==> src/design/vrot_pkg.sv <==
`timescale 1ns / 1ps
`default_nettype none

package vrot_pkg;

  localparam int COORD_WIDTH   = 32;
  localparam int ANGLE_WIDTH   = 32;
  localparam int CORDIC_STAGES = 24;
  localparam int GUARD_BITS    = 8;

  localparam int TURN_WIDTH = 32;
  localparam int Z_WIDTH    = 32;
  localparam int MUL_SPLIT  = 32;

  // guard bits plus headroom for the quadrant negation and the CORDIC gain
  localparam int DATA_WIDTH = (COORD_WIDTH + GUARD_BITS + 3 > MUL_SPLIT + 1) ?
                              (COORD_WIDTH + GUARD_BITS + 3) : (MUL_SPLIT + 1);
  localparam int HI_WIDTH   = DATA_WIDTH - MUL_SPLIT;
  localparam int PH_WIDTH   = HI_WIDTH + MUL_SPLIT;
  localparam int SUM_WIDTH  = DATA_WIDTH + 1;
  localparam int RND_WIDTH  = SUM_WIDTH - GUARD_BITS;

  localparam logic [MUL_SPLIT-1:0]  INV_GAIN     = 32'd2608131496;
  localparam logic [TURN_WIDTH-1:0] QUARTER_HALF = 32'h2000_0000;

  localparam logic [1:0] ACT_X    = 2'd0;
  localparam logic [1:0] ACT_Y    = 2'd1;
  localparam logic [1:0] ACT_Z    = 2'd2;
  localparam logic [1:0] ACT_NONE = 2'd3;

  typedef logic signed [COORD_WIDTH-1:0] coord_t;
  typedef logic signed [DATA_WIDTH-1:0]  data_t;
  typedef logic signed [Z_WIDTH-1:0]     zang_t;

  typedef struct packed {
    logic [1:0] action;
    coord_t     x;
    coord_t     y;
    coord_t     z;
  } side_t;

  typedef struct packed {
    data_t u;
    data_t v;
    zang_t z;
  } rot_t;

  // atan(2^-i) in 2^32-per-turn units
  function automatic logic [Z_WIDTH-1:0] atan_turn(input logic [4:0] idx);
    logic [Z_WIDTH-1:0] res;
    case (idx)
      5'd0:    res = 32'd536870912;
      5'd1:    res = 32'd316933406;
      5'd2:    res = 32'd167458907;
      5'd3:    res = 32'd85004756;
      5'd4:    res = 32'd42667331;
      5'd5:    res = 32'd21354465;
      5'd6:    res = 32'd10679838;
      5'd7:    res = 32'd5340245;
      5'd8:    res = 32'd2670163;
      5'd9:    res = 32'd1335087;
      5'd10:   res = 32'd667544;
      5'd11:   res = 32'd333772;
      5'd12:   res = 32'd166886;
      5'd13:   res = 32'd83443;
      5'd14:   res = 32'd41722;
      5'd15:   res = 32'd20861;
      5'd16:   res = 32'd10430;
      5'd17:   res = 32'd5215;
      5'd18:   res = 32'd2608;
      5'd19:   res = 32'd1304;
      5'd20:   res = 32'd652;
      5'd21:   res = 32'd326;
      5'd22:   res = 32'd163;
      5'd23:   res = 32'd81;
      5'd24:   res = 32'd41;
      5'd25:   res = 32'd20;
      5'd26:   res = 32'd10;
      5'd27:   res = 32'd5;
      5'd28:   res = 32'd3;
      5'd29:   res = 32'd1;
      5'd30:   res = 32'd1;
      default: res = 32'd0;
    endcase
    return res;
  endfunction

endpackage

`default_nettype wire

==> src/design/vrot_finish.sv <==
`timescale 1ns / 1ps
`default_nettype none

module vrot_finish (
  input  wire logic            clk,
  input  wire logic            rst_n,
  input  wire logic            en,
  input  wire logic            valid_i,
  input  wire vrot_pkg::rot_t  rot_i,
  input  wire vrot_pkg::side_t side_i,
  output logic                 valid_o,
  output vrot_pkg::coord_t     out_x,
  output vrot_pkg::coord_t     out_y,
  output vrot_pkg::coord_t     out_z
);

  localparam int DW = vrot_pkg::DATA_WIDTH;
  localparam int MS = vrot_pkg::MUL_SPLIT;
  localparam logic [vrot_pkg::SUM_WIDTH-1:0] RND  =
    vrot_pkg::SUM_WIDTH'(1) << (vrot_pkg::GUARD_BITS - 1);
  localparam logic [vrot_pkg::RND_WIDTH-1:0] LIM  =
    vrot_pkg::RND_WIDTH'(1) << (vrot_pkg::COORD_WIDTH - 1);
  localparam vrot_pkg::coord_t CMAX = {1'b0, {(vrot_pkg::COORD_WIDTH-1){1'b1}}};
  localparam vrot_pkg::coord_t CMIN = {1'b1, {(vrot_pkg::COORD_WIDTH-1){1'b0}}};

  function automatic vrot_pkg::coord_t sat(input logic neg,
                                           input logic [vrot_pkg::RND_WIDTH-1:0] r);
    vrot_pkg::coord_t res;
    if (neg) begin
      res = (r > LIM) ? CMIN
            : vrot_pkg::COORD_WIDTH'(vrot_pkg::RND_WIDTH'(0) - r);
    end else begin
      res = (r > LIM - vrot_pkg::RND_WIDTH'(1)) ? CMAX : vrot_pkg::COORD_WIDTH'(r);
    end
    return res;
  endfunction

  // magnitude
  logic                                valid1_r;
  logic                                neg_u1_r, neg_v1_r;
  logic [DW-1:0]                       m_u_r, m_v_r;
  vrot_pkg::side_t                     side1_r;
  // gain products
  logic                                valid2_r;
  logic                                neg_u2_r, neg_v2_r;
  logic [vrot_pkg::PH_WIDTH-1:0]       ph_u_r, ph_v_r;
  logic [MS-1:0]                       pl_u_r, pl_v_r;
  vrot_pkg::side_t                     side2_r;
  // rounded
  logic                                valid3_r;
  logic                                neg_u3_r, neg_v3_r;
  logic [vrot_pkg::RND_WIDTH-1:0]      r_u_r, r_v_r;
  vrot_pkg::side_t                     side3_r;
  // output register
  logic                                valid_o_r;
  vrot_pkg::coord_t                    out_x_r, out_y_r, out_z_r;

  logic [DW-1:0]                       m_u_nxt, m_v_nxt;
  logic [vrot_pkg::PH_WIDTH-1:0]       ph_u_nxt, ph_v_nxt;
  logic [2*MS-1:0]                     pl_u_full, pl_v_full;
  logic [vrot_pkg::SUM_WIDTH-1:0]      sum_u, sum_v;
  logic [vrot_pkg::RND_WIDTH-1:0]      r_u_nxt, r_v_nxt;
  vrot_pkg::coord_t                    fu, fv;
  vrot_pkg::coord_t                    out_x_nxt, out_y_nxt, out_z_nxt;

  always_comb begin
    m_u_nxt = rot_i.u[DW-1] ? DW'(-rot_i.u) : DW'(rot_i.u);
    m_v_nxt = rot_i.v[DW-1] ? DW'(-rot_i.v) : DW'(rot_i.v);

    ph_u_nxt  = vrot_pkg::PH_WIDTH'(m_u_r[DW-1:MS]) * vrot_pkg::PH_WIDTH'(vrot_pkg::INV_GAIN);
    ph_v_nxt  = vrot_pkg::PH_WIDTH'(m_v_r[DW-1:MS]) * vrot_pkg::PH_WIDTH'(vrot_pkg::INV_GAIN);
    pl_u_full = (2*MS)'(m_u_r[MS-1:0]) * (2*MS)'(vrot_pkg::INV_GAIN);
    pl_v_full = (2*MS)'(m_v_r[MS-1:0]) * (2*MS)'(vrot_pkg::INV_GAIN);

    sum_u   = vrot_pkg::SUM_WIDTH'(ph_u_r) + vrot_pkg::SUM_WIDTH'(pl_u_r) + RND;
    sum_v   = vrot_pkg::SUM_WIDTH'(ph_v_r) + vrot_pkg::SUM_WIDTH'(pl_v_r) + RND;
    r_u_nxt = sum_u[vrot_pkg::SUM_WIDTH-1:vrot_pkg::GUARD_BITS];
    r_v_nxt = sum_v[vrot_pkg::SUM_WIDTH-1:vrot_pkg::GUARD_BITS];

    fu = sat(neg_u3_r, r_u_r);
    fv = sat(neg_v3_r, r_v_r);

    out_x_nxt = side3_r.x;
    out_y_nxt = side3_r.y;
    out_z_nxt = side3_r.z;
    case (side3_r.action)
      vrot_pkg::ACT_X: begin
        out_y_nxt = fu;
        out_z_nxt = fv;
      end
      vrot_pkg::ACT_Y: begin
        out_x_nxt = fu;
        out_z_nxt = fv;
      end
      vrot_pkg::ACT_Z: begin
        out_x_nxt = fu;
        out_y_nxt = fv;
      end
      default: begin
      end
    endcase
  end

  always_ff @(posedge clk) begin
    if (!rst_n) begin
      valid1_r  <= 1'b0;
      valid2_r  <= 1'b0;
      valid3_r  <= 1'b0;
      valid_o_r <= 1'b0;
    end else if (en) begin
      valid1_r  <= valid_i;
      valid2_r  <= valid1_r;
      valid3_r  <= valid2_r;
      valid_o_r <= valid3_r;
    end
  end

  always_ff @(posedge clk) begin
    if (en) begin
      neg_u1_r <= rot_i.u[DW-1];
      neg_v1_r <= rot_i.v[DW-1];
      m_u_r    <= m_u_nxt;
      m_v_r    <= m_v_nxt;
      side1_r  <= side_i;

      neg_u2_r <= neg_u1_r;
      neg_v2_r <= neg_v1_r;
      ph_u_r   <= ph_u_nxt;
      ph_v_r   <= ph_v_nxt;
      pl_u_r   <= pl_u_full[2*MS-1:MS];
      pl_v_r   <= pl_v_full[2*MS-1:MS];
      side2_r  <= side1_r;

      neg_u3_r <= neg_u2_r;
      neg_v3_r <= neg_v2_r;
      r_u_r    <= r_u_nxt;
      r_v_r    <= r_v_nxt;
      side3_r  <= side2_r;

      out_x_r  <= out_x_nxt;
      out_y_r  <= out_y_nxt;
      out_z_r  <= out_z_nxt;
    end
  end

  assign valid_o = valid_o_r;
  assign out_x   = out_x_r;
  assign out_y   = out_y_r;
  assign out_z   = out_z_r;

`ifndef SYNTHESIS
  a_fin_advance: assert property (@(posedge clk) disable iff (!rst_n)
    (en && valid1_r) |=> valid2_r)
    else $error("vrot_finish: transaction dropped between magnitude and product stages");

  a_fin_hold: assert property (@(posedge clk) disable iff (!rst_n)
    !en |=> $stable({valid1_r, valid2_r, valid3_r, valid_o_r}))
    else $error("vrot_finish: valid bits moved during stall");

  a_fin_mag: assert property (@(posedge clk) disable iff (!rst_n)
    valid1_r |-> (!m_u_r[DW-1] && !m_v_r[DW-1]))
    else $error("vrot_finish: magnitude exceeds datapath headroom");
`endif

endmodule

`default_nettype wire

==> config.mk <==
export PLATFORM = sky130hd
export DESIGN_NAME = vrot_finish
export DESIGN_NICKNAME = d
export VERILOG_FILES = /design/src/design/vrot_pkg.sv /design/src/design/vrot_finish.sv
export SDC_FILE = /design/constraint.sdc
export NUM_CORES = 2
export LEC_CHECK = 0
export ABC_AREA = 1
export BUFFER_PORTS_ARGS = -buffer_cell sky130_fd_sc_hd__clkbuf_2
export CAP_MARGIN = 30
export CELL_PAD_IN_SITES_DETAIL_PLACEMENT = 0
export CELL_PAD_IN_SITES_GLOBAL_PLACEMENT = 1
export CORE_MARGIN = 10
export CORE_UTILIZATION = 50
export DETAILED_ROUTE_END_ITERATION = 8
export GPL_TIMING_DRIVEN = 0
export MAX_ROUTING_LAYER = met4
export PLACE_DENSITY = 0.84
export SKIP_CTS_REPAIR_TIMING = 1
export SYNTH_ARGS = -nofsm -noshare
export SYNTH_HDL_FRONTEND = slang
export SYNTH_SLANG_ARGS = --single-unit
==> constraint.sdc <==
create_clock -name clk -period 7.2 [get_ports clk]
set_input_delay 0.36 -clock clk [delete_from_list [all_inputs] [get_ports clk]]
set_output_delay 0.36 -clock clk [all_outputs]
set_load 0.01 [all_outputs]
==> impl_results.md <==
- Signed area change from the synthesized netlist to the final layout: 11.4%
- Crit Path Category: reg2reg
- Sequential share of the synthesized area: 0.247
- First-pass GRT wire length: 389000 um
- Number of global-route vias before repair: 65800
- Number of enable-type register cells in the synthesized netlist: 692
- R2R Path Start: m_v_r[7]$_DFFE_PP_
- Main flop type after synthesis: sky130_fd_sc_hd__edfxtp_1
- Placed cell area: 0.0890 mm2
- Critical Path Start Type: flip-flop
- Result of the run: finished, final reports clean
- Tightest Pin Transition: 1.07 ns
- Deepest level of the CTS H-tree: 3
- Clock skew after layout: 0.0425 ns
- Number of buffers inserted by port buffering: 284
- Average size of a mapped cell: 8.96 um2
- Hold Crit Class: in2reg
- CP endpoint kind: flip-flop
- Clk buf depth: 3
- CTS tree: yes
- Cells after Synth: 9440
- Share of post-route cells with drive strength above 1: 0.0649
- Effective utilization at floorplan: 0.505
- Count of filler cells inserted in the layout: 15200
- Beginning of the worst hold path: rot_i[93]
- Sequential Area: 0.0209 mm2
- Design area: 0.0942 mm2
- Starting DRT DRC Count: 4474
- RSZ-0062 raised after global routing: true
- Number of clock sinks: 696
- I/O pin total: 317
- Maximum net fanout on the critical path: 6
- Number of unique standard cell types used by synthesis: 49
- Multi-input gate area in the final layout: 0.0542 mm2
- Post-route DRC violation count: 0
- Net count reported at finish: 12500
- Highest attainable clock frequency: 0.144 GHz
- Via count: 63800
- Finish-stage setup viols: 0
- Core area: 0.168 mm2
- Overflow left after global routing: 0
- Proportion of register bits with asynchronous set or reset after synthesis: 0
- Number of vias per cell after detailed routing: 5.17
- Required time worst endpoint: 7.62 ns
- WL final: 256000 um
- Total iterations of the first detailed-routing run: 6
- Detail Placement HPWL: 221000 um
- Area enclosed by the die boundary: 0.186 mm2
- Root buf cell: sky130_fd_sc_hd__clkbuf_16
- Routed wirelength normalized by instance count: 20.7 um
- Gr usage total: 0.282
- Num rows: 150
- Proportion of netlist area held by the largest area contributor: 0.269
- Y dimension of the die: 431 um
- Number of antenna violations at the first check in global routing: 5
- Weighted congestion reported at the end of routability-driven placement: 0.981
- Width of the chip: 431 um
- Post-route antenna net violation count: 0
- Final max-slew violation count: 0
- Core occupancy in the finished layout: 0.562
- Final hold violations: 0
- Post-route minimum period: 6.97 ns
- CTS buffer count: 77
- Number of nets in the synthesized netlist: 11800
- Top post-synthesis cells by area: sky130_fd_sc_hd__fa_1 27%, sky130_fd_sc_hd__edfxtp_1 25%, sky130_fd_sc_hd__ha_1 16%, sky130_fd_sc_hd__inv_1 11%, sky130_fd_sc_hd__nand2_1 7.9%
- Cell type with the largest total area after synthesis: sky130_fd_sc_hd__fa_1
- Timing startpoint of the critical path: m_v_r[7]$_DFFE_PP_
- Synth warn: 0
- Largest net degree at the start of global routing: 125
- WP data arrival: 7.39 ns
- Number of synthesized register bits: 696
- Worst hold margin: 0.00786 ns
- Total of max-cap violations: 0
- Final clock period utilization by the worst path: 0.968
- Clock network latency to the later pin of the worst-skew pair: 0.71 ns
- Worst-path clk slew: 0.06 ns
- Area of the mapped netlist: 0.0846 mm2
- Tightest slew margin relative to the limit: 0.283
stage by stage:
stage	setup WS (ns)	TNS [ns]	std cells
after floorplan	0.872	0	9440
after global placement	-7.08	-4203.56	11900
after detailed placement	-0.287	-5.54	11900
after CTS	-0.342	-8.46	12100
after global routing	-0.0342	-0.102	12400
final	0.232	0	12400
cells by family (layout without fill, tap and decap cells):
family / count (synthesis) / in the layout / synth area share
simple gates: 3138 / 3138 / 0.153
buf+inv: 2551 / 3255 / 0.114
fa+ha+maj: 2187 / 2187 / 0.424
flops: 696 / 696 / 0.247
compound gates: 679 / 679 / 0.0431
xor+xnor: 188 / 188 / 0.0195
mux: 1 / 1 / 0.000118
other cells: 0 / 9 / 0
final timing paths:
check | endpoint | slack, ns | depth (start not counted)
worst max register to register | pl_v_r[17]$_DFFE_PP_ | 0.23 | 24
worst max-delay path | pl_v_r[17]$_DFFE_PP_ | 0.23 | 24
worst min register to register | side3_r[6]$_DFFE_PP_ | 0.40 | 0
worst min-delay path | m_u_r[18]$_DFFE_PP_ | 0.008 | 2
synthesized netlist by cell type, types with 3 or more instances:
cell type,n
sky130_fd_sc_hd__a21boi_0,9
sky130_fd_sc_hd__a21o_1,16
sky130_fd_sc_hd__a21oi_1,302
sky130_fd_sc_hd__a31oi_1,31
sky130_fd_sc_hd__and2_1,10
sky130_fd_sc_hd__and3_1,3
sky130_fd_sc_hd__buf_1,4
sky130_fd_sc_hd__buf_2,3
sky130_fd_sc_hd__buf_4,5
sky130_fd_sc_hd__buf_6,4
sky130_fd_sc_hd__clkbuf_1,38
sky130_fd_sc_hd__clkinv_1,3
sky130_fd_sc_hd__dfxtp_1,4
sky130_fd_sc_hd__edfxtp_1,692
sky130_fd_sc_hd__fa_1,1138
sky130_fd_sc_hd__ha_1,1049
sky130_fd_sc_hd__inv_1,2492
sky130_fd_sc_hd__nand2_1,1772
sky130_fd_sc_hd__nand2_2,5
sky130_fd_sc_hd__nand3_1,410
sky130_fd_sc_hd__nand3b_1,16
sky130_fd_sc_hd__nand4_1,109
sky130_fd_sc_hd__nor2_1,709
sky130_fd_sc_hd__nor2_2,8
sky130_fd_sc_hd__nor2_4,5
sky130_fd_sc_hd__nor3_1,59
sky130_fd_sc_hd__nor4_1,15
sky130_fd_sc_hd__o211ai_1,5
sky130_fd_sc_hd__o21a_1,15
sky130_fd_sc_hd__o21ai_0,241
sky130_fd_sc_hd__o21ai_1,26
sky130_fd_sc_hd__o21ai_2,6
sky130_fd_sc_hd__o21bai_1,23
sky130_fd_sc_hd__or2_2,9
sky130_fd_sc_hd__xnor2_1,42
sky130_fd_sc_hd__xor2_1,146
final cells by class:
class / count / share of cell area
multi-input combinational: 6193 / 0.575
sequential: 696 / 0.221
inverter: 2496 / 0.100
timing repair buffer: 562 / 0.0438
tap: 2204 / 0.0293
clock buffer: 94 / 0.0213
clock inverter: 48 / 0.00631
buffer: 55 / 0.00276
antenna: 9 / 0.000239
state kept, by name (all words and copies together) (netlist names), 29 cells and up:
signal / flops
out_y: 32
side1_r: 98
out_x: 32
pl_v_r: 29
out_z: 32
r_u_r: 36
m_v_r: 43
r_v_r: 36
ph_u_r: 40
side2_r: 98
m_u_r: 43
side3_r: 98
pl_u_r: 29
ph_v_r: 40
per-layer routing:
metal | track usage | part of all wire
met1 | 0.355 | 0.42
met2 | 0.470 | 0.49
met3 | 0.0336 | 0.054
met4 | 0.0989 | 0.041
met5 | - | 0
worst max-delay path: stages, from the launching register on:
cell and delay (ns):
sky130_fd_sc_hd__edfxtp_1 0.32, sky130_fd_sc_hd__buf_4 0.21, sky130_fd_sc_hd__clkinvlp_4 0.19, sky130_fd_sc_hd__buf_4 0.17
sky130_fd_sc_hd__fa_1 0.50, sky130_fd_sc_hd__fa_1 0.51, sky130_fd_sc_hd__inv_1 0.05, sky130_fd_sc_hd__fa_1 0.52
sky130_fd_sc_hd__fa_1 0.46, sky130_fd_sc_hd__fa_1 0.52, sky130_fd_sc_hd__fa_1 0.53, sky130_fd_sc_hd__fa_1 0.60
sky130_fd_sc_hd__inv_1 0.08, sky130_fd_sc_hd__fa_1 0.50, sky130_fd_sc_hd__inv_1 0.04, sky130_fd_sc_hd__ha_1 0.31
sky130_fd_sc_hd__nand2_1 0.12, sky130_fd_sc_hd__inv_1 0.11, sky130_fd_sc_hd__nand2_1 0.09, sky130_fd_sc_hd__nor2_1 0.19
sky130_fd_sc_hd__nand2_2 0.12, sky130_fd_sc_hd__nor2_2 0.15, sky130_fd_sc_hd__nand3_2 0.15, sky130_fd_sc_hd__nand4_1 0.12
sky130_fd_sc_hd__nand2_1 0.08
cell usage in the layout, fill, tap and decap left out, types with 145 or more instances in the layout:
cell type and count:
sky130_fd_sc_hd__fa_1 1138, sky130_fd_sc_hd__xor2_1 145, sky130_fd_sc_hd__edfxtp_1 692, sky130_fd_sc_hd__ha_1 1047
sky130_fd_sc_hd__buf_4 149, sky130_fd_sc_hd__clkbuf_2 284, sky130_fd_sc_hd__nor2_1 699, sky130_fd_sc_hd__nand2_1 1769
sky130_fd_sc_hd__nand3_1 409, sky130_fd_sc_hd__a21oi_1 300, sky130_fd_sc_hd__inv_1 2475, sky130_fd_sc_hd__o21ai_0 239
Power is not shown: default switching activity piles up to over one toggle a cycle in this logic, so the estimate is an artifact.
