### config.mk
export PLATFORM = sky130hd
export DESIGN_NAME = vrot_prep
export DESIGN_NICKNAME = d
export VERILOG_FILES = /design/src/design/vrot_pkg.sv /design/src/design/vrot_prep.sv
export SDC_FILE = /design/constraint.sdc
export NUM_CORES = 1
export LEC_CHECK = 0
export ABC_AREA = 1
export BUFFER_PORTS_ARGS = -buffer_cell sky130_fd_sc_hd__buf_2
export CAP_MARGIN = 40
export CORE_MARGIN = 4
export CORE_UTILIZATION = 56
export CTS_CLUSTER_SIZE = 10
export DETAILED_ROUTE_END_ITERATION = 10
export PLACE_DENSITY = 0.86
export SLEW_MARGIN = 5
export SYNTH_ARGS = -nofsm -noshare
export SYNTH_HDL_FRONTEND = slang
export SYNTH_SLANG_ARGS = --single-unit
### constraint.sdc
create_clock -name clk -period 5.25 [get_ports clk]
set_clock_uncertainty 0.05 [all_clocks]
set_input_delay 0.2625 -clock clk [delete_from_list [all_inputs] [get_ports clk]]
set_output_delay 0.2625 -clock clk [all_outputs]
set_load 0.01 [all_outputs]
### src/design/vrot_pkg.sv
`timescale 1ns / 1ps
`default_nettype none

package vrot_pkg;

  localparam int COORD_WIDTH   = 32;
  localparam int ANGLE_WIDTH   = 32;
  localparam int CORDIC_STAGES = 24;
  localparam int GUARD_BITS    = 8;

  localparam int TURN_WIDTH = 32;
  localparam int Z_WIDTH    = 32;
  localparam int MUL_SPLIT  = 32;

  // guard bits plus headroom for the quadrant negation and the CORDIC gain
  localparam int DATA_WIDTH = (COORD_WIDTH + GUARD_BITS + 3 > MUL_SPLIT + 1) ?
                              (COORD_WIDTH + GUARD_BITS + 3) : (MUL_SPLIT + 1);
  localparam int HI_WIDTH   = DATA_WIDTH - MUL_SPLIT;
  localparam int PH_WIDTH   = HI_WIDTH + MUL_SPLIT;
  localparam int SUM_WIDTH  = DATA_WIDTH + 1;
  localparam int RND_WIDTH  = SUM_WIDTH - GUARD_BITS;

  localparam logic [MUL_SPLIT-1:0]  INV_GAIN     = 32'd2608131496;
  localparam logic [TURN_WIDTH-1:0] QUARTER_HALF = 32'h2000_0000;

  localparam logic [1:0] ACT_X    = 2'd0;
  localparam logic [1:0] ACT_Y    = 2'd1;
  localparam logic [1:0] ACT_Z    = 2'd2;
  localparam logic [1:0] ACT_NONE = 2'd3;

  typedef logic signed [COORD_WIDTH-1:0] coord_t;
  typedef logic signed [DATA_WIDTH-1:0]  data_t;
  typedef logic signed [Z_WIDTH-1:0]     zang_t;

  typedef struct packed {
    logic [1:0] action;
    coord_t     x;
    coord_t     y;
    coord_t     z;
  } side_t;

  typedef struct packed {
    data_t u;
    data_t v;
    zang_t z;
  } rot_t;

  // atan(2^-i) in 2^32-per-turn units
  function automatic logic [Z_WIDTH-1:0] atan_turn(input logic [4:0] idx);
    logic [Z_WIDTH-1:0] res;
    case (idx)
      5'd0:    res = 32'd536870912;
      5'd1:    res = 32'd316933406;
      5'd2:    res = 32'd167458907;
      5'd3:    res = 32'd85004756;
      5'd4:    res = 32'd42667331;
      5'd5:    res = 32'd21354465;
      5'd6:    res = 32'd10679838;
      5'd7:    res = 32'd5340245;
      5'd8:    res = 32'd2670163;
      5'd9:    res = 32'd1335087;
      5'd10:   res = 32'd667544;
      5'd11:   res = 32'd333772;
      5'd12:   res = 32'd166886;
      5'd13:   res = 32'd83443;
      5'd14:   res = 32'd41722;
      5'd15:   res = 32'd20861;
      5'd16:   res = 32'd10430;
      5'd17:   res = 32'd5215;
      5'd18:   res = 32'd2608;
      5'd19:   res = 32'd1304;
      5'd20:   res = 32'd652;
      5'd21:   res = 32'd326;
      5'd22:   res = 32'd163;
      5'd23:   res = 32'd81;
      5'd24:   res = 32'd41;
      5'd25:   res = 32'd20;
      5'd26:   res = 32'd10;
      5'd27:   res = 32'd5;
      5'd28:   res = 32'd3;
      5'd29:   res = 32'd1;
      5'd30:   res = 32'd1;
      default: res = 32'd0;
    endcase
    return res;
  endfunction

endpackage

`default_nettype wire

### src/design/vrot_prep.sv
`timescale 1ns / 1ps
`default_nettype none

module vrot_prep (
  input  wire logic                               clk,
  input  wire logic                               rst_n,
  input  wire logic                               en,
  input  wire logic                               in_valid,
  input  wire logic [1:0]                         in_action,
  input  wire vrot_pkg::coord_t                   in_x,
  input  wire vrot_pkg::coord_t                   in_y,
  input  wire vrot_pkg::coord_t                   in_z,
  input  wire logic [vrot_pkg::ANGLE_WIDTH-1:0]   in_turn_angle,
  output logic                                    valid_r,
  output vrot_pkg::rot_t                          rot_r,
  output vrot_pkg::side_t                         side_r
);

  localparam logic [1:0] QUAD_0 = 2'd0;
  localparam logic [1:0] QUAD_1 = 2'd1;
  localparam logic [1:0] QUAD_2 = 2'd2;
  localparam logic [1:0] QUAD_3 = 2'd3;

  logic [vrot_pkg::TURN_WIDTH-1:0] turn;
  logic [vrot_pkg::TURN_WIDTH-1:0] turn_off;
  logic [1:0]                      quad;
  logic [vrot_pkg::TURN_WIDTH-1:0] resid;
  vrot_pkg::coord_t                u0;
  vrot_pkg::coord_t                v0;
  vrot_pkg::data_t                 ug;
  vrot_pkg::data_t                 vg;
  vrot_pkg::rot_t                  rot_nxt;
  vrot_pkg::side_t                 side_nxt;

  always_comb begin
    turn     = vrot_pkg::TURN_WIDTH'(in_turn_angle)
               << (vrot_pkg::TURN_WIDTH - vrot_pkg::ANGLE_WIDTH);
    turn_off = turn + vrot_pkg::QUARTER_HALF;
    quad     = turn_off[vrot_pkg::TURN_WIDTH-1 -: 2];
    resid    = turn - (vrot_pkg::TURN_WIDTH'(quad) << (vrot_pkg::TURN_WIDTH - 2));

    case (in_action)
      vrot_pkg::ACT_X: begin
        u0 = in_y;
        v0 = in_z;
      end
      vrot_pkg::ACT_Y: begin
        u0 = in_x;
        v0 = in_z;
      end
      default: begin
        u0 = in_x;
        v0 = in_y;
      end
    endcase

    ug = vrot_pkg::data_t'(u0) <<< vrot_pkg::GUARD_BITS;
    vg = vrot_pkg::data_t'(v0) <<< vrot_pkg::GUARD_BITS;

    // whole quarter turns done exactly
    case (quad)
      QUAD_1: begin
        rot_nxt.u = -vg;
        rot_nxt.v = ug;
      end
      QUAD_2: begin
        rot_nxt.u = -ug;
        rot_nxt.v = -vg;
      end
      QUAD_3: begin
        rot_nxt.u = vg;
        rot_nxt.v = -ug;
      end
      default: begin
        rot_nxt.u = ug;
        rot_nxt.v = vg;
      end
    endcase
    rot_nxt.z = $signed(resid);

    side_nxt.action = in_action;
    side_nxt.x      = in_x;
    side_nxt.y      = in_y;
    side_nxt.z      = in_z;
  end

  always_ff @(posedge clk) begin
    if (!rst_n) begin
      valid_r <= 1'b0;
    end else if (en) begin
      valid_r <= in_valid;
    end
  end

  always_ff @(posedge clk) begin
    if (en) begin
      rot_r  <= rot_nxt;
      side_r <= side_nxt;
    end
  end

endmodule

`default_nettype wire

==> impl_metrics.env, run 1 <==
export IMPL_power_density_mw_per_mm2=298.0
export IMPL_synth_area_top_cells="edfxtp_1, nand2_1, nand3_1, inv_1, nor2_1"
export IMPL_wl_per_cell_um=19.03
export IMPL_power_frac_seq_pct=45.4
export IMPL_synthFlopType="edfxtp_1"
export IMPL_pwr_share_comb_pct=20.9
export IMPL_gr_total_overflow=0
export IMPL_die_y_um=149.3
export IMPL_io_pin_count=351
export IMPL_leakage_nw=6.887
export IMPL_place_hpwl_mm=26.22
export IMPL_power_frac_clock_pct=33.7
export IMPL_cts_root_buffer="clkbuf_16"
export IMPL_status="finished, final reports clean"
export IMPL_drive_gt1_share_pct=23.88
export IMPL_hold_viol_final=0
export IMPL_grt_first_pass_wirelength_mm=59.84
export IMPL_period_share_pct=57.37
export IMPL_diodes=0
export IMPL_via_per_inst=5.532
export IMPL_synth_most_common_cell="nand2_1"
export IMPL_arrival_ps=3280
export IMPL_netlist_area_mm2=0.01118
export IMPL_yosys_area_top_type_share_pct=53.72
export IMPL_ctsResizeCount=0
export IMPL_die_area_mm2=0.02229
export IMPL_rsz0062_at_grt="no"
export IMPL_min_path_cells=2
export IMPL_ys_seq_area_share_pct=53.89
export IMPL_track_usage_pct=34.28
export IMPL_cts_buffers=24
export IMPL_ctsLongestPathBuffers=3
export IMPL_synth_distinct_cells=36
export IMPL_fin_nets=1930
export IMPL_finalWirelength_mm=39.39
export IMPL_rr_worst_depth=3
export IMPL_path_class="primary input to flop"
export IMPL_r2r_end="valid_r"
export IMPL_maxCapViolCount=0
export IMPL_dr_pass1_iters=6
export IMPL_port_buffers=334
export IMPL_max_slew_margin_pct=40.42
export IMPL_power_total_mw=4.455
export IMPL_synth_avg_cell_area_um2=8.369
export IMPL_grt_pass1_vias=11280
export IMPL_hold_path_startpoint="in_turn_angle[30]"
export IMPL_p_sw_share_pct=28.78
export IMPL_syn_to_final_growth_pct=33.71
export IMPL_setup_violations=0
export IMPL_grt_max_degree=105
export IMPL_antenna_found_initial=0
export IMPL_synthCells=1336
export IMPL_clkTransAtPathRegs_ps=60
export IMPL_crit_path_end_kind="flop"
export IMPL_drtIter0Drc=1331
export IMPL_die_w_um=149.3
export IMPL_synth_commonest_cells="nand2_1, edfxtp_1, inv_1"
export IMPL_async_reset_ff_share_pct=0
export IMPL_ctsHtreeMaxLevel=1
export IMPL_fin_tns_setup_ps=0
export IMPL_reg2reg_from="valid_r"
export IMPL_cts_tree="yes"
export IMPL_ff2ff_setup_slack_ps=3940
export IMPL_maxSlewViolCount=0
export IMPL_antenna_left=0
export IMPL_path_max_fanout=29
export IMPL_synth_largest_area_cell="edfxtp_1"
export IMPL_synth_edf_count=200
export IMPL_cts_sinks=201
export IMPL_hold_class="primary input to flop"
export IMPL_timing_fmax_mhz=332.0
export IMPL_tightest_slew_ps=893.7
export IMPL_clk_latency_ps=510
export IMPL_drc=0
export IMPL_routabilityCongestion=1.035
export IMPL_coreArea_mm2=0.01953
export IMPL_p_int_mw=3.173
export IMPL_ys_ff_latch=201
export IMPL_vias=11450
export IMPL_rows=51
export IMPL_switchingPower_mw=1.282
export IMPL_yosys_warnings=0
export IMPL_initial_core_util_pct=57.26
export IMPL_start_kind="primary input"
export IMPL_fin_crit_ps=3012
export IMPL_min_delay_worst_endpoint="rot_r[30]"
export IMPL_required_ps=5510
export IMPL_peakVddDrop_uv=266.3
-- state kept, by name (all words and copies together), names as in the netlist --
signal / count
rot_r: 102
side_r: 98
valid_r: 1
-- critical path, cell delays in order --
cell and delay [ps]:
dlygate4sd3_1 530, buf_2 140, ha_1 230, or2_2 320, nand2_1 210, inv_1 150, nor2_4 660, inv_1 360
o21ai_0 230, inv_1 60, o221ai_1 110
-- what timing repair did --
item / in CTS / in global routing
buffers inserted: 0 / 0
hold endpoints to repair: 127 / 0
setup endpoints to repair: 0 / 0
hold buffers: 128 / 0
-- layout by cell type (no fill, tap or decap), types with 19 or more instances in the layout --
cell type	Yosys	final
nor2_2	21	21
clkbuf_16	0	25
inv_1	181	181
nand3_1	136	136
o21ai_0	30	30
nand2_1	504	504
buf_2	5	333
nor2_1	75	71
nand2_2	19	19
edfxtp_1	200	200
dlygate4sd3_1	0	128
nand4_1	43	43
-- routing by layer --
metal / wire length (µm) / up-vias / global-route usage [%]
met2: 19100 / 823 / 59.63
met1: 14340 / 5247 / 41.78
met5: 0 / - / 0
met3: 4209 / 151 / 6.776
li1: - / 5231 / -
met4: 1739 / 0 / 14.32
-- layout make-up --
| cell class | count | area [µm²] |
|---|---|---|
| clock buffer | 37 | 670.6 |
| clock inverter | 2 | 7.507 |
| fill | 1336 | 4577 |
| inverter | 183 | 691.9 |
| multi-input combinational | 913 | 4183 |
| sequential | 201 | 6026 |
| tap | 265 | 331.6 |
| timing repair buffer | 469 | 3039 |
-- cells by family (layout without fill, tap and decap cells) --
group,after synthesis,count (layout),synth area share [%]
other,1,16,0.03354
and+or+nand+nor,813,813,31.52
buffers and inverters,237,691,9.467
xor gates and xnor gates,16,16,1.253
adders and majority gates,4,4,0.4476
AOI/OAI and AO/OA,64,64,3.380
DFF,201,201,53.89
-- worst max-delay path by stage --
stage,start,end,slack [ps]
after floorplan,in_action[1],rot_r[64],3200
after global placement,in_action[1],rot_r[105],2000
after detailed placement,in_action[1],rot_r[117],1950
after CTS,in_turn_angle[29],rot_r[111],2370
after global routing,in_turn_angle[29],rot_r[86],2070
final,in_turn_angle[29],rot_r[86],2240
-- power groups by stage --
stage	Clock (mW)	Combinational [mW]	Sequential, mW
after floorplan	0	0.372	2.13
after global placement	0	0.807	2.04
after detailed placement	0	0.825	2.04
after CTS	1.48	0.905	2.01
after global routing	1.58	1.01	2.03
final	1.50	0.932	2.02
-- stage by stage --
step                      instance area, µm²  hold WS [ps]  instances  utilization, %  setup slack, ps
final                                  14950         35.43       2070           76.56             2238
after floorplan                        11240         306.0       1351               -             3195
after global placement                 12970         389.0       1902           66.42             2001
after CTS                              14950         20.04       2070           76.56             2370
after detailed placement               12990         390.8       1903           66.53             1949
after global routing                   14950         42.62       2070           76.56             2075
(Power assumes the default switching activity.)
==> run 2, diff against run 1 <==
--- a/config.mk
+++ b/config.mk
@@ -9,10 +9,10 @@
 export BUFFER_PORTS_ARGS = -buffer_cell sky130_fd_sc_hd__buf_2
 export CAP_MARGIN = 40
 export CORE_MARGIN = 4
-export CORE_UTILIZATION = 56
+export CORE_UTILIZATION = 47
 export CTS_CLUSTER_SIZE = 10
 export DETAILED_ROUTE_END_ITERATION = 10
-export PLACE_DENSITY = 0.86
+export PLACE_DENSITY = 0.77
 export SLEW_MARGIN = 5
 export SYNTH_ARGS = -nofsm -noshare
 export SYNTH_HDL_FRONTEND = slang
==> constraint.sdc (replaced) <==
create_clock -name clk -period 2.75 [get_ports clk]
set_clock_uncertainty 0.05 [all_clocks]
set_input_delay 0.1375 -clock clk [delete_from_list [all_inputs] [get_ports clk]]
set_output_delay 0.1375 -clock clk [all_outputs]
set_load 0.01 [all_outputs]
==> run 2 against run 1 <==
Effect of this change:
- routed wire length fell by 0.73%
- sequential share of layout area fell by 0.76 points
- largest power group unchanged
- highest routed layer unchanged
- final area rose by 1.9%
- flip-flop and latch count did not move
- worst setup slack got worse by 2100 ps
- critical endpoint is now rot_r[97]
- die area rose by 18%
- count of clock-buffer cells in the layout did not move
==> impl_metrics.env, run 2 (synthesis results as in run 1) <==
export IMPL_max_slew_margin_pct=53.12
export IMPL_largest_registers="rot_r x102, side_r x98, valid_r x1"
export IMPL_ctsHtreeMaxLevel=1
export IMPL_syn_to_final_growth_pct=36.27
export IMPL_drtIter0Drc=1060
export IMPL_coreArea_mm2=0.02340
export IMPL_leakage_nw=7.002
export IMPL_peakVddDrop_uv=535.1
export IMPL_power_density_mw_per_mm2=561.1
export IMPL_place_hpwl_mm=27.91
export IMPL_cts_tree="yes"
export IMPL_maxCapViolCount=0
export IMPL_final_cells=2141
export IMPL_grt_first_pass_wirelength_mm=59.20
export IMPL_rows=56
export IMPL_port_buffers=334
export IMPL_dp_cells=1972
export IMPL_dr_pass1_iters=6
export IMPL_cts_buffers=24
export IMPL_drc=0
export IMPL_cts_sinks=201
export IMPL_via_per_inst=5.222
export IMPL_path_class="primary input to flop"
export IMPL_crit_path_end_kind="flop"
export IMPL_fin_tns_setup_ps=0
export IMPL_wl_per_cell_um=18.26
export IMPL_required_ps=2930
export IMPL_clk_latency_ps=510
export IMPL_regMostFlops="rot_r"
export IMPL_timing_fmax_mhz=377.5
export IMPL_routabilityCongestion=1.019
export IMPL_die_w_um=162.2
export IMPL_final_cell_mix="nand2_1, buf_2, edfxtp_1, inv_1, nand3_1"
export IMPL_rsz0062_at_grt="no"
export IMPL_hold_class="primary input to flop"
export IMPL_drive_gt1_share_pct=24.75
export IMPL_cts_root_buffer="clkbuf_16"
export IMPL_fillers=1917
export IMPL_antenna_left=0
export IMPL_die_area_mm2=0.02632
export IMPL_io_pin_count=351
export IMPL_final_common_cell="nand2_1"
export IMPL_vias=11180
export IMPL_ctsLongestPathBuffers=3
export IMPL_hold_viol_final=0
export IMPL_tightest_slew_ps=695.9
export IMPL_track_usage_pct=28.56
export IMPL_period_share_pct=96.32
export IMPL_finalInstanceArea_mm2=0.01524
export IMPL_largest_reg_flops=102
export IMPL_grt_max_degree=71
export IMPL_maxSlewViolCount=0
export IMPL_preCtsSetupSlack_ps=106.0
export IMPL_antenna_found_initial=0
export IMPL_path_max_fanout=20
export IMPL_start_kind="primary input"
export IMPL_setup_violations=0
export IMPL_gr_total_overflow=0
export IMPL_fin_crit_ps=2649
export IMPL_worst_slack_ps=101.1
export IMPL_finalWirelength_mm=39.10
export IMPL_die_y_um=162.2
export IMPL_status="finished, final reports clean"
export IMPL_placed_area_mm2=0.01322
export IMPL_holdWs_ps=195.6
export IMPL_arrival_ps=2830
export IMPL_grt_pass1_vias=10910
export IMPL_initial_core_util_pct=47.78
export IMPL_clkTransAtPathRegs_ps=60
export IMPL_fin_nets=1948
export IMPL_diodes=0
-- run 2: cell types whose count changed in the layout (fill, tap and decap cells not counted), moves of 2 or more --
cell,previous run,this run
buf_4,5,15
buf_12,2,6
clkbuf_8,1,4
clkbuf_1,12,10
clkinv_1,2,0
dlygate4sd3_1,128,131
-- run 2: final cells by class --
cell class / instances / area [µm²] / share of cell area, %
clock buffers: 37 / 679.4 / 4.459
clock inverters: 1 / 16.27 / 0.1068
inverters: 183 / 691.9 / 4.541
multi-input cells: 913 / 4188 / 27.49
flip-flops and latches: 201 / 6026 / 39.55
well taps: 319 / 399.1 / 2.620
repair buffers: 487 / 3236 / 21.24
-- run 2: worst paths after layout --
path	from	endpoint	slack [ps]	cells past startpoint
max	in_action[1]	rot_r[97]	100	13
min	en	side_r[0]	200	1
max reg2reg	valid_r	valid_r	1500	3
min reg2reg	valid_r	valid_r	1060	3
-- run 2: report_power, final --
part | switching [mW] | internal, mW | leakage, nW
combinational | 1.14 | 0.677 | 4.70
clock | 1.20 | 1.68 | 0.336
sequential | 0.0934 | 3.75 | 1.96
-- run 2: metrics by stage --
step / utilization (%) / total power, mW
3_5_place_dp: 56.49 / 5.535
6_report: 65.10 / 8.549
5_1_grt: 65.10 / 8.889
4_1_cts: 65.07 / 8.560
3_3_place_gp: 56.49 / 5.505
2_1_floorplan: - / 4.779
-- run 2: repair_timing --
| item | 4_1_cts | 5_1_grt |
|---|---|---|
| hold buffers | 131 | 0 |
| setup buffers | 0 | 0 |
| setup endpoints to repair | 0 | 21 |
| gates resized for setup | 0 | 3 |
| endpoints found under the hold margin | 130 | 0 |
-- run 2: critical path, cell delays in order --
cell           delay [ps]
dlygate4sd3_1         540
buf_2                 210
inv_6                 170
buf_6                 230
nand2_1                70
nand2_1               200
nand2_1               160
nor2_1                260
nand2_1               100
nor2_2                360
xor2_1                150
nand2_1                90
nand4_1               130
-- run 2: metal layers --
metal	up-vias	wire [µm]	track usage, %
li1	5264	-	-
met1	5199	15320	36.47
met2	634	19080	49.96
met3	83	3489	5.126
met4	0	1220	8.189
met5	-	0	0
